## src/rtl/core/mfr_pkg.sv

```systemverilog
// ----------------------------------------------------------------------------
// mfr_pkg
// Shared types, constants and the message target table for the frame router.
// ----------------------------------------------------------------------------
package mfr_pkg;

  localparam int FRAME_LIMIT = 288;
  localparam int CountW      = 9;

  localparam logic [7:0] MAGIC_V1    = 8'hFE;
  localparam logic [7:0] MAGIC_V2    = 8'hFD;
  localparam logic [7:0] SIGNED_FLAG = 8'h01;

  localparam logic [CountW-1:0] HDR_V1    = CountW'(6);
  localparam logic [CountW-1:0] HDR_V2    = CountW'(10);
  localparam logic [CountW-1:0] SIG_BYTES = CountW'(13);
  localparam logic [CountW-1:0] CRC_BYTES = CountW'(2);
  localparam logic [CountW-1:0] LIMIT     = CountW'(FRAME_LIMIT);

  // header byte positions
  localparam logic [CountW-1:0] POS_START = CountW'(0);
  localparam logic [CountW-1:0] POS_LEN   = CountW'(1);
  localparam logic [CountW-1:0] V2_INCOMP = CountW'(2);
  localparam logic [CountW-1:0] V2_SYS    = CountW'(5);
  localparam logic [CountW-1:0] V2_COMP   = CountW'(6);
  localparam logic [CountW-1:0] V2_ID0    = CountW'(7);
  localparam logic [CountW-1:0] V2_ID1    = CountW'(8);
  localparam logic [CountW-1:0] V2_ID2    = CountW'(9);
  localparam logic [CountW-1:0] V1_SYS    = CountW'(3);
  localparam logic [CountW-1:0] V1_COMP   = CountW'(4);
  localparam logic [CountW-1:0] V1_ID     = CountW'(5);

  // message ids that carry targets
  localparam logic [23:0] MSG_PARAM_REQ_READ = 24'd20;
  localparam logic [23:0] MSG_PARAM_REQ_LIST = 24'd21;
  localparam logic [23:0] MSG_PARAM_WRITE    = 24'd23;
  localparam logic [23:0] MSG_CMD_INT        = 24'd75;
  localparam logic [23:0] MSG_CMD_LONG       = 24'd76;

  localparam logic [1:0] CFG_ENABLED  = 2'd0;
  localparam logic [1:0] CFG_OWN_SYS  = 2'd1;
  localparam logic [1:0] CFG_OWN_COMP = 2'd2;

  typedef enum logic [1:0] {
    EV_ABSORB = 2'd0,
    EV_PASS   = 2'd1,
    EV_DONE   = 2'd2
  } event_kind_t;

  typedef struct packed {
    logic [CountW-1:0] byte_count;
    logic              is_v2;
    logic [7:0]        payload_length;
    logic [7:0]        incompat_flags;
    logic [7:0]        sender_sys;
    logic [7:0]        sender_comp;
    logic [23:0]       msg_id;
    logic [7:0]        tgt_sys;
    logic [7:0]        tgt_comp;
  } frame_state_t;

  typedef struct packed {
    event_kind_t       event_kind;
    logic [7:0]        pass_byte;
    logic [CountW-1:0] frame_length;
    logic              protocol_v2;
    logic [23:0]       message_id;
    logic [7:0]        source_system;
    logic [7:0]        source_component;
    logic              has_target;
    logic [7:0]        target_system;
    logic [7:0]        target_component;
    logic              deliver_local;
    logic              forward_frame;
  } report_t;

  typedef struct packed {
    logic       known;
    logic [5:0] off;
    logic [5:0] minlen;
  } slot_t;

  function automatic slot_t target_slot(input logic [23:0] id);
    slot_t s;
    s = '0;
    case (id)
      MSG_PARAM_REQ_LIST: begin s.known = 1'b1; s.off = 6'd0;  s.minlen = 6'd2;  end
      MSG_PARAM_REQ_READ: begin s.known = 1'b1; s.off = 6'd2;  s.minlen = 6'd4;  end
      MSG_PARAM_WRITE:    begin s.known = 1'b1; s.off = 6'd4;  s.minlen = 6'd6;  end
      MSG_CMD_LONG:       begin s.known = 1'b1; s.off = 6'd30; s.minlen = 6'd33; end
      MSG_CMD_INT:        begin s.known = 1'b1; s.off = 6'd32; s.minlen = 6'd34; end
      default:            s = '0;
    endcase
    return s;
  endfunction

endpackage

```

## src/rtl/core/mfr_frame_parser.sv

```systemverilog
// ----------------------------------------------------------------------------
// mfr_frame_parser
// Next frame state and per-beat report for one uplink byte.
// ----------------------------------------------------------------------------
module mfr_frame_parser
  import mfr_pkg::*;
(
  input  frame_state_t st,
  input  logic [7:0]   data_byte,
  input  logic         enabled,
  input  logic [7:0]   own_system_id,
  input  logic [7:0]   own_component_id,
  output frame_state_t st_next,
  output report_t      rpt
);

  frame_state_t      hdr_st;
  frame_state_t      pay_st;
  slot_t             slot;
  logic [CountW-1:0] idx;
  logic [CountW-1:0] cnt_next;
  logic [CountW-1:0] hdr;
  logic [CountW-1:0] pos;
  logic [CountW-1:0] need;
  logic              in_payload;
  logic              sig;
  logic              has;
  logic              sys_ok;
  logic              comp_ok;
  logic              for_me;
  logic              is_magic;

  assign idx      = st.byte_count;
  assign cnt_next = idx + CountW'(1);
  assign is_magic = (data_byte == MAGIC_V1) || (data_byte == MAGIC_V2);

  // header capture
  always_comb begin
    hdr_st = st;
    if (idx == POS_START) begin
      hdr_st                = '0;
      hdr_st.is_v2          = (data_byte == MAGIC_V2);
    end else if (idx == POS_LEN) begin
      hdr_st.payload_length = data_byte;
    end else if (st.is_v2) begin
      if (idx == V2_INCOMP)    hdr_st.incompat_flags = data_byte;
      else if (idx == V2_SYS)  hdr_st.sender_sys     = data_byte;
      else if (idx == V2_COMP) hdr_st.sender_comp    = data_byte;
      else if (idx == V2_ID0)  hdr_st.msg_id[7:0]    = data_byte;
      else if (idx == V2_ID1)  hdr_st.msg_id[15:8]   = data_byte;
      else if (idx == V2_ID2)  hdr_st.msg_id[23:16]  = data_byte;
    end else begin
      if (idx == V1_SYS)       hdr_st.sender_sys  = data_byte;
      else if (idx == V1_COMP) hdr_st.sender_comp = data_byte;
      else if (idx == V1_ID)   hdr_st.msg_id      = {16'd0, data_byte};
    end
  end

  assign slot       = target_slot(hdr_st.msg_id);
  assign hdr        = hdr_st.is_v2 ? HDR_V2 : HDR_V1;
  assign pos        = idx - hdr;
  assign in_payload = (idx >= hdr) && (pos < {1'b0, hdr_st.payload_length});
  assign sig        = hdr_st.is_v2 && (cnt_next >= CountW'(3)) &&
                      ((hdr_st.incompat_flags & SIGNED_FLAG) != 8'd0);
  assign need       = hdr + {1'b0, hdr_st.payload_length} + CRC_BYTES +
                      (sig ? SIG_BYTES : '0);

  // target capture
  always_comb begin
    pay_st = hdr_st;
    pay_st.byte_count = cnt_next;
    if (in_payload && slot.known) begin
      if (pos == CountW'(slot.off))
        pay_st.tgt_sys = data_byte;
      else if (pos == CountW'(slot.off) + CountW'(1))
        pay_st.tgt_comp = data_byte;
    end
  end

  assign has     = slot.known && (hdr_st.payload_length >= {2'b00, slot.minlen});
  assign sys_ok  = (pay_st.tgt_sys == 8'd0) || (pay_st.tgt_sys == own_system_id);
  assign comp_ok = (pay_st.tgt_comp == 8'd0) || (pay_st.tgt_comp == own_component_id);
  assign for_me  = has && sys_ok && comp_ok;

  always_comb begin
    st_next = st;
    rpt     = '0;
    if (!enabled || ((idx == POS_START) && !is_magic)) begin
      rpt.event_kind = EV_PASS;
      rpt.pass_byte  = data_byte;
    end else if (idx >= LIMIT) begin
      st_next.byte_count = '0;
      rpt.event_kind     = EV_ABSORB;
    end else if (cnt_next == CountW'(1)) begin
      st_next        = pay_st;
      rpt.event_kind = EV_ABSORB;
    end else if (need > LIMIT) begin
      st_next            = pay_st;
      st_next.byte_count = '0;
      rpt.event_kind     = EV_ABSORB;
    end else if (cnt_next < need) begin
      st_next        = pay_st;
      rpt.event_kind = EV_ABSORB;
    end else begin
      st_next              = pay_st;
      st_next.byte_count   = '0;
      rpt.event_kind       = EV_DONE;
      rpt.frame_length     = cnt_next;
      rpt.protocol_v2      = pay_st.is_v2;
      rpt.message_id       = pay_st.msg_id;
      rpt.source_system    = pay_st.sender_sys;
      rpt.source_component = pay_st.sender_comp;
      rpt.has_target       = has;
      rpt.target_system    = has ? pay_st.tgt_sys : 8'd0;
      rpt.target_component = has ? pay_st.tgt_comp : 8'd0;
      rpt.deliver_local    = for_me;
      rpt.forward_frame    = !has || (pay_st.tgt_sys == 8'd0) || !for_me;
    end
  end

endmodule

```

## src/rtl/core/mavlink_frame_router_unit.sv

```systemverilog
// ----------------------------------------------------------------------------
// mavlink_frame_router_unit
// Delimits v1/v2 uplink frames byte by byte, passes other bytes through and
// reports header fields, targets and the routing decision at frame end.
//
//   channel  direction  handshake              beat
//   in       sink       in_valid / in_ready    data_byte
//   out      source     out_valid / out_ready  event_kind ... forward_frame
//   cfg      sink       cfg_write              cfg_index, cfg_data
//
// one result beat per input beat, registered straight from the input byte
// a new byte is taken every cycle while no result beat is held; the parse
// state and target table lookup are combinational before the result register
// in_ready drops only while a result beat is held by out_ready low
// synchronous reset clears parse state and output valid and loads the
// config register defaults
// ----------------------------------------------------------------------------
module mavlink_frame_router_unit
  import mfr_pkg::*;
(
  input  logic              clk,
  input  logic              rst,
  input  logic              cfg_write,
  input  logic [1:0]        cfg_index,
  input  logic [7:0]        cfg_data,
  input  logic              in_valid,
  output logic              in_ready,
  input  logic [7:0]        data_byte,
  output logic              out_valid,
  input  logic              out_ready,
  output logic [1:0]        event_kind,
  output logic [7:0]        pass_byte,
  output logic [CountW-1:0] frame_length,
  output logic              protocol_v2,
  output logic [23:0]       message_id,
  output logic [7:0]        source_system,
  output logic [7:0]        source_component,
  output logic              has_target,
  output logic [7:0]        target_system,
  output logic [7:0]        target_component,
  output logic              deliver_local,
  output logic              forward_frame
);

  logic         enabled;
  logic [7:0]   own_system_id;
  logic [7:0]   own_component_id;
  frame_state_t st;
  frame_state_t st_next;
  report_t      rpt_next;
  report_t      rpt;
  logic         accept;

  assign in_ready = !out_valid || out_ready;
  assign accept   = in_valid && in_ready;

  mfr_frame_parser u_parser (
    .st               (st),
    .data_byte        (data_byte),
    .enabled          (enabled),
    .own_system_id    (own_system_id),
    .own_component_id (own_component_id),
    .st_next          (st_next),
    .rpt              (rpt_next)
  );

  always_ff @(posedge clk) begin
    if (rst) begin
      enabled          <= 1'b0;
      own_system_id    <= 8'd51;
      own_component_id <= 8'd68;
    end else if (cfg_write) begin
      case (cfg_index)
        CFG_ENABLED:  enabled          <= cfg_data[0];
        CFG_OWN_SYS:  own_system_id    <= cfg_data;
        CFG_OWN_COMP: own_component_id <= cfg_data;
        default:      ;
      endcase
    end
  end

  always_ff @(posedge clk) begin
    if (rst) begin
      st        <= '0;
      out_valid <= 1'b0;
    end else begin
      if (accept) st <= st_next;
      if (accept) out_valid <= 1'b1;
      else if (out_ready) out_valid <= 1'b0;
    end
  end

  always_ff @(posedge clk) begin
    if (accept) rpt <= rpt_next;
  end

  assign event_kind       = rpt.event_kind;
  assign pass_byte        = rpt.pass_byte;
  assign frame_length     = rpt.frame_length;
  assign protocol_v2      = rpt.protocol_v2;
  assign message_id       = rpt.message_id;
  assign source_system    = rpt.source_system;
  assign source_component = rpt.source_component;
  assign has_target       = rpt.has_target;
  assign target_system    = rpt.target_system;
  assign target_component = rpt.target_component;
  assign deliver_local    = rpt.deliver_local;
  assign forward_frame    = rpt.forward_frame;

  a_count_bound: assert property (@(posedge clk) disable iff (rst)
    st.byte_count <= CountW'(280))
    else $error("frame byte count beyond longest frame");

  a_disabled_pass: assert property (@(posedge clk) disable iff (rst)
    accept && !enabled |=> out_valid && (event_kind == EV_PASS) &&
      (pass_byte == $past(data_byte)))
    else $error("byte not passed through while disabled");

  a_fields_idle: assert property (@(posedge clk) disable iff (rst)
    out_valid && (event_kind != EV_DONE) |->
      (frame_length == '0) && (message_id == 24'd0) && !has_target)
    else $error("frame fields set outside a frame end");

  a_local_target: assert property (@(posedge clk) disable iff (rst)
    out_valid && deliver_local |-> has_target && (event_kind == EV_DONE))
    else $error("local delivery without a target");

  a_count_cleared: assert property (@(posedge clk) disable iff (rst)
    accept && (rpt_next.event_kind == EV_DONE) |=> st.byte_count == '0)
    else $error("byte count not cleared at frame end");

endmodule
```

## config.mk

```make
export PLATFORM = sky130hd
export DESIGN_NAME = mavlink_frame_router_unit
export DESIGN_NICKNAME = d
export VERILOG_FILES = /design/src/rtl/core/mfr_pkg.sv /design/src/rtl/core/mfr_frame_parser.sv /design/src/rtl/core/mavlink_frame_router_unit.sv
export SDC_FILE = /design/constraint.sdc
export NUM_CORES = 1
export LEC_CHECK = 0
export BUFFER_PORTS_ARGS = -buffer_cell sky130_fd_sc_hd__buf_4
export CAP_MARGIN = 5
export CORE_ASPECT_RATIO = 1.25
export CORE_MARGIN = 2
export CORE_UTILIZATION = 43
export CTS_BUF_LIST = sky130_fd_sc_hd__clkbuf_16
export DETAILED_ROUTE_END_ITERATION = 6
export GPL_TIMING_DRIVEN = 0
export SLEW_MARGIN = 20
export SYNTH_ARGS = -nofsm -noshare
export SYNTH_HDL_FRONTEND = slang
export SYNTH_HIERARCHICAL = 1
export SYNTH_SLANG_ARGS = --single-unit
```

## constraint.sdc

```tcl
create_clock -name clk -period 12.9 [get_ports clk]
set_input_delay 0.645 -clock clk [delete_from_list [all_inputs] [get_ports clk]]
set_output_delay 0.645 -clock clk [all_outputs]
set_load 0.005 [all_outputs]
```

After elaboration in Yosys (flattened, before gate mapping) --
Cells that the tools add are included.
Cells by class: add/sub/neg operators 6, $mul 0, div/mod/pow operators 0, $lt $le $gt $ge 7, equality and inequality tests 23, shift operators 0, mux-type cells 40, bitwise logic cells 3, reduce and logical (&&, ||, !) cells 34
Operators with widths (count):
- $mux W82 | 3
- $mux W8 | 14
- $mux W40 | 2
- $eq A24 B5 Y1 const B | 3
- $mux W24 | 3
- $pmux W13 S5 | 1
- $mux W32 | 2
- $mux W56 | 1
- $eq A24 B7 Y1 const B | 2
- $mux W16 | 3
- $mux W48 | 1
- $eq A9 B3 Y1 const B | 4
- $eq A9 B1 Y1 const B | 2
- $eq A9 B2 Y1 const B | 2
- $eq A9 B4 Y1 const B | 2
- $eq A8 B8 Y1 | 2
- $eq A8 B8 Y1 const B | 2
- $logic_not A8 Y1 | 2
- $add A9 B1 Y9 const B | 1
- $add A9 B2 Y9 const B | 1
- $add A9 B8 Y9 | 1
- $add A9 B9 Y9 | 1
- $eq A9 B6 Y1 | 1
- $eq A9 B9 Y1 | 1
- 27 further kinds | 56
Word-level totals: register bits 179, latch bits 0, RAM bits 0, ROM bits 0, input port bits 23, output and inout port bits 81, memories kept 0

Longest topological paths before layout --
depth in word-level cells 23, mapped depth 33

Hierarchy --
Netlist, hierarchy kept.
By module, submodules not included:
- mavlink_frame_router_unit | times used 1, cells an instance 523, area each 6697.7 sq um
- mfr_frame_parser | times used 1, cells an instance 852, area each 5192.5 sq um

Worst setup path after synthesis --
Ideal clock, no wire load.
kind register to register, start point reg, netlist name st[73], end point reg rpt (netlist bit forward_frame), data pin, arrival time 6.527 ns, required time 12.636 ns, path slack 6.109 ns, stages on the path, launching flop included 30, buffers on the path 6, period minus slack after synthesis 6.791 ns, cells stage by stage dfxtp_1 -> clkbuf_1 -> inv_1 -> ha_1 -> clkbuf_1 -> nor2b_1 -> nand3_1 -> clkbuf_1 -> clkbuf_1 -> buf_1 -> a21oi_1 -> inv_1 -> ha_1 -> a21o_1 -> a2111oi_0 -> xor2_1 -> ha_1 -> a21o_1 -> a221o_1 -> nor4_1 -> nand4b_1 -> nand4b_1 -> nor3_2 -> o221ai_4 -> buf_6 -> nand3_1 -> o21ai_2 -> a222oi_1 -> a21oi_1 -> o41a_1
Between the ends: word-level cells in the longest chain between the ends 22
Ends and longest elaborated chain:
- $eq A9 B4 Y1 | line mfr_frame_parser.sv:51 | else if (idx == V2_ID2) hdr_st.msg_id[23:16] = data_byte;
- $mux W8 | line mfr_frame_parser.sv:51
- $mux W8 | line mfr_frame_parser.sv:50 | else if (idx == V2_ID1) hdr_st.msg_id[15:8] = data_byte;
- $mux W16 | line mfr_frame_parser.sv:49 | else if (idx == V2_ID0) hdr_st.msg_id[7:0] = data_byte;
- $mux W24 | line mfr_frame_parser.sv:48 | else if (idx == V2_COMP) hdr_st.sender_comp = data_byte;
- $mux W32 | line mfr_frame_parser.sv:47 | else if (idx == V2_SYS) hdr_st.sender_sys = data_byte;
- $mux W40 | line mfr_frame_parser.sv:46 | if (idx == V2_INCOMP) hdr_st.incompat_flags = data_byte;
- $mux W40 | line mfr_frame_parser.sv:45 | end else if (st.is_v2) begin
- (+6 left out)
- $mux W8 | line mfr_frame_parser.sv:75 | else if (pos == CountW'(slot.off) + CountW'(1))
- $mux W8 | line mfr_frame_parser.sv:73 | if (pos == CountW'(slot.off))
- $mux W16 | line mfr_frame_parser.sv:72 | if (in_payload && slot.known) begin
- $eq A8 B8 Y1 or $logic_not A8 Y1 (tied branches) | line mfr_frame_parser.sv:82 | assign comp_ok = (pay_st.tgt_comp == 8'd0) || (pay_st.tgt_comp == own_component_id);
- $logic_or A1 B1 Y1 | line mfr_frame_parser.sv:82
- $logic_and A1 B1 Y1 | line mfr_frame_parser.sv:83 | assign for_me = has && sys_ok && comp_ok;
- $logic_not A1 Y1 | line mfr_frame_parser.sv:117 | rpt.forward_frame = !has || (pay_st.tgt_sys == 8'd0) || !for_me;
- $logic_or A1 B1 Y1 | line mfr_frame_parser.sv:117
- to (signal assigned) | line mavlink_frame_router_unit.sv:94 | if (accept) rpt <= rpt_next;
- to (decl) | line mavlink_frame_router_unit.sv:51 | report_t rpt;
Parallel ways exist; a longest one is shown, timed or not. A chain may end at the register's enable or synchronous reset.

Worst setup path after layout --
start point reg, netlist name st[73], end point reg rpt (netlist bit forward_frame), data pin
Between the ends: word-level cells in the longest chain between the ends 22
Ends and longest elaborated chain (line):
- $eq A9 B4 Y1 | mfr_frame_parser.sv:51
- $mux W8 | mfr_frame_parser.sv:51
- $mux W8 | mfr_frame_parser.sv:50
- $mux W16 | mfr_frame_parser.sv:49
- $mux W24 | mfr_frame_parser.sv:48
- $mux W32 | mfr_frame_parser.sv:47
- $mux W40 | mfr_frame_parser.sv:46
- $mux W40 | mfr_frame_parser.sv:45
- (+6 left out)
- $mux W8 | mfr_frame_parser.sv:75
- $mux W8 | mfr_frame_parser.sv:73
- $mux W16 | mfr_frame_parser.sv:72
- $eq A8 B8 Y1 or $logic_not A8 Y1 (tied branches) | mfr_frame_parser.sv:82
- $logic_or A1 B1 Y1 | mfr_frame_parser.sv:82
- $logic_and A1 B1 Y1 | mfr_frame_parser.sv:83
- $logic_not A1 Y1 | mfr_frame_parser.sv:117
- $logic_or A1 B1 Y1 | mfr_frame_parser.sv:117
Parallel ways exist; a longest one is shown, timed or not.

==> results.cfg <==
[status]
outcome = completed

[sta]
setup-violations-final = 0
drv_slew = 0
rsz0062_at_grt = no
hold_violations = 0
min_period_ns = 9.64
worst_pin_slew_ns = 1.13
fin_skew_ns = 0.0176
fin_setup_tns_ns = 0
slew_headroom_pct = 24.4
timing.final.ws_setup_ns = 3.26
whs_ns = 0.446
min_period_over_period_pct = 74.7
fmax_mhz = 104

[floorplanning]
core_sq_um = 26600
row_count = 67
die_w_um = 150
fp.dieH_um = 187
dieArea_sq_um = 28100
start_util_pct = 43.3
ioPinCount = 104

[cts]
clk_latency_ns = 0.45
clockBufferDepth = 2
cts.htree.levels = 4
clock_sinks = 172
postCtsHoldBufs = 0
cts_buffers = 17
tritoncts = built
postCtsSetupBuffers = 0
cts.repair.resized = 0
clkSlewWorstSetupHoldPaths_ns = 0.07
cts-root-buf = clkbuf_16

[critical_path]
crit_buf_inv = 7
startpoint_type = register
timing.rr.end = forward_frame
critPathMaxFanout = 10
cp-end-kind = register
rr_worst_depth = 28
crit_family = buffers and inverters
critPathSlowestCell = buf_1
r2r-start = st[73]
crit_required_ns = 13.08
max_stage_delay_ns = 0.61
timing.critical_path.from = st[73]
crit_top_cell = clkbuf_1
reg2reg_slack_ns = 3.26
path_class = reg -> reg
crit_arrival_ns = 9.82

[min_path]
hold_depth = 3
hp-class = in -> reg
min_from = cfg_data[3]
min_delay_worst_endpoint = own_system_id[3]

[routing]
vias = 11000
drtIter0Drc = 1222
vias_per_cell = 6.02
wl_per_cell_um = 22.1
first_pass_iters = 6
drc_errors = 0
wl_um = 40200
drtAntennaViolNets = 0

[power]
swShare_pct = 24.2
seq_power_share_pct = 47.5
ir_drop_uv = 94.1
p_total_w = 0.00124
p_int_w = 0.000938
p_comb_share_pct = 7.6
switchingPower_w = 0.000300
p_per_area_nw_per_um2 = 92.7
pwr-share-clk_pct = 44.9
p_leak_nw = 4.93

[grt]
grt_pass1_vias = 10500
antenna_found_initial = 0
grt_overflow = 0
grt.total_usage_pct = 28.5
grt_max_degree = 49
grt_pass1_wl_um = 61400

[synthesis]
synth_nets = 1402
synth_warnings = 6
syn_inst = 1340
avgSynthCellArea_sq_um = 8.59
syn_area_sq_um = 11500

[final_layout]
syn_to_final_growth_pct = 16.0
drive_gt1_share_pct = 18.3
diodes = 0
fin_nets = 1523

[run]
cap_viol_max_count = 0

[place]
port_buffers = 101
gp_congestion = 0.980
place_ws_ns = 3.52
dp_hpwl_um = 29500
## worst max-delay path by stage
stage,to,slack [ns],cells past startpoint
after CTS,forward_frame,3.48,28
after floorplan,forward_frame,6.11,29
final,forward_frame,3.26,28
after global placement,forward_frame,3.62,28
after detailed placement,forward_frame,3.52,28
after global routing,forward_frame,2.98,28
## sequential cells by signal (all words and copies together), names as in the netlist, 2 cells and up
signal and flops:
event_kind 2, st 75, own_component_id 8, source_system 8
target_component 8, own_system_id 8, target_system 8, source_component 8
message_id 24, frame_length 9, pass_byte 8
## metrics by stage
step	utilization (%)	std cells	instance area, sq um
after global routing	50.3	1819	13400
final	50.3	1819	13400
after global placement	47.8	1786	12700
after floorplan	-	1340	11500
after detailed placement	47.9	1787	12700
after CTS	50.3	1819	13400
## cell usage in the layout, fill, tap and decap left out, types with 8 or more instances in the layout
cell / n
a22o_1: 16
nor4_1: 8
nand2b_1: 8
xnor2_1: 12
clkbuf_1: 73
o31ai_1: 8
nand3_1: 101
buf_2: 20
nor2b_1: 16
ha_1: 36
o21ai_0: 62
xor2_1: 9
nor3_1: 29
or2_2: 9
o211ai_1: 9
a21oi_2: 29
a21bo_1: 39
buf_6: 12
buf_4: 102
inv_1: 48
a32o_1: 19
clkbuf_16: 17
dfxtp_1: 93
buf_1: 9
and2_1: 13
a21oi_1: 104
a21bo_2: 36
edfxtp_1: 79
mux2i_1: 28
nand2_1: 124
o22ai_1: 10
nor2_1: 132
## worst reg2reg max path: cells and delay by family (launching register included)
kind / cells / cell delay [ns]
simple gates: 7 / 1.67
xor+xnor: 1 / 0.32
mux: 1 / 0.46
buf+inv: 7 / 2.94
fa+ha+maj: 3 / 0.94
flops: 1 / 0.39
compound gates: 9 / 2.66
## final cells by class
cell class / count / area, sq um
well taps: 345 / 432
fillers: 2580 / 13200
flip-flops and latches: 172 / 4230
multi-input cells: 1003 / 6550
clock buffers: 17 / 425
plain buffers: 116 / 556
repair buffers: 102 / 786
clock inverters: 15 / 196
inverters: 49 / 184
## power groups by stage
stage          Clock [W]  Combinational [W]  Sequential (W)
3_3_place_gp           0          0.0000909        0.000602
6_report        0.000556          0.0000936        0.000588
3_5_place_dp           0          0.0000924        0.000601
2_1_floorplan          0          0.0000394        0.000602
4_1_cts         0.000565          0.0000926        0.000589
5_1_grt         0.000587          0.0000992        0.000589
## routing by layer
layer / wire length (um) / global-route usage [%] / vias to the layer above / share of wire, %
met4: 1790 / 14.1 / 0 / 4.4
met1: 17000 / 37.4 / 5172 / 42
met2: 18700 / 45.7 / 558 / 46
met5: 0 / 0 / - / 0
li1: - / - / 5107 / -
met3: 2750 / 3.95 / 120 / 6.8
(Power assumes the default switching activity.)
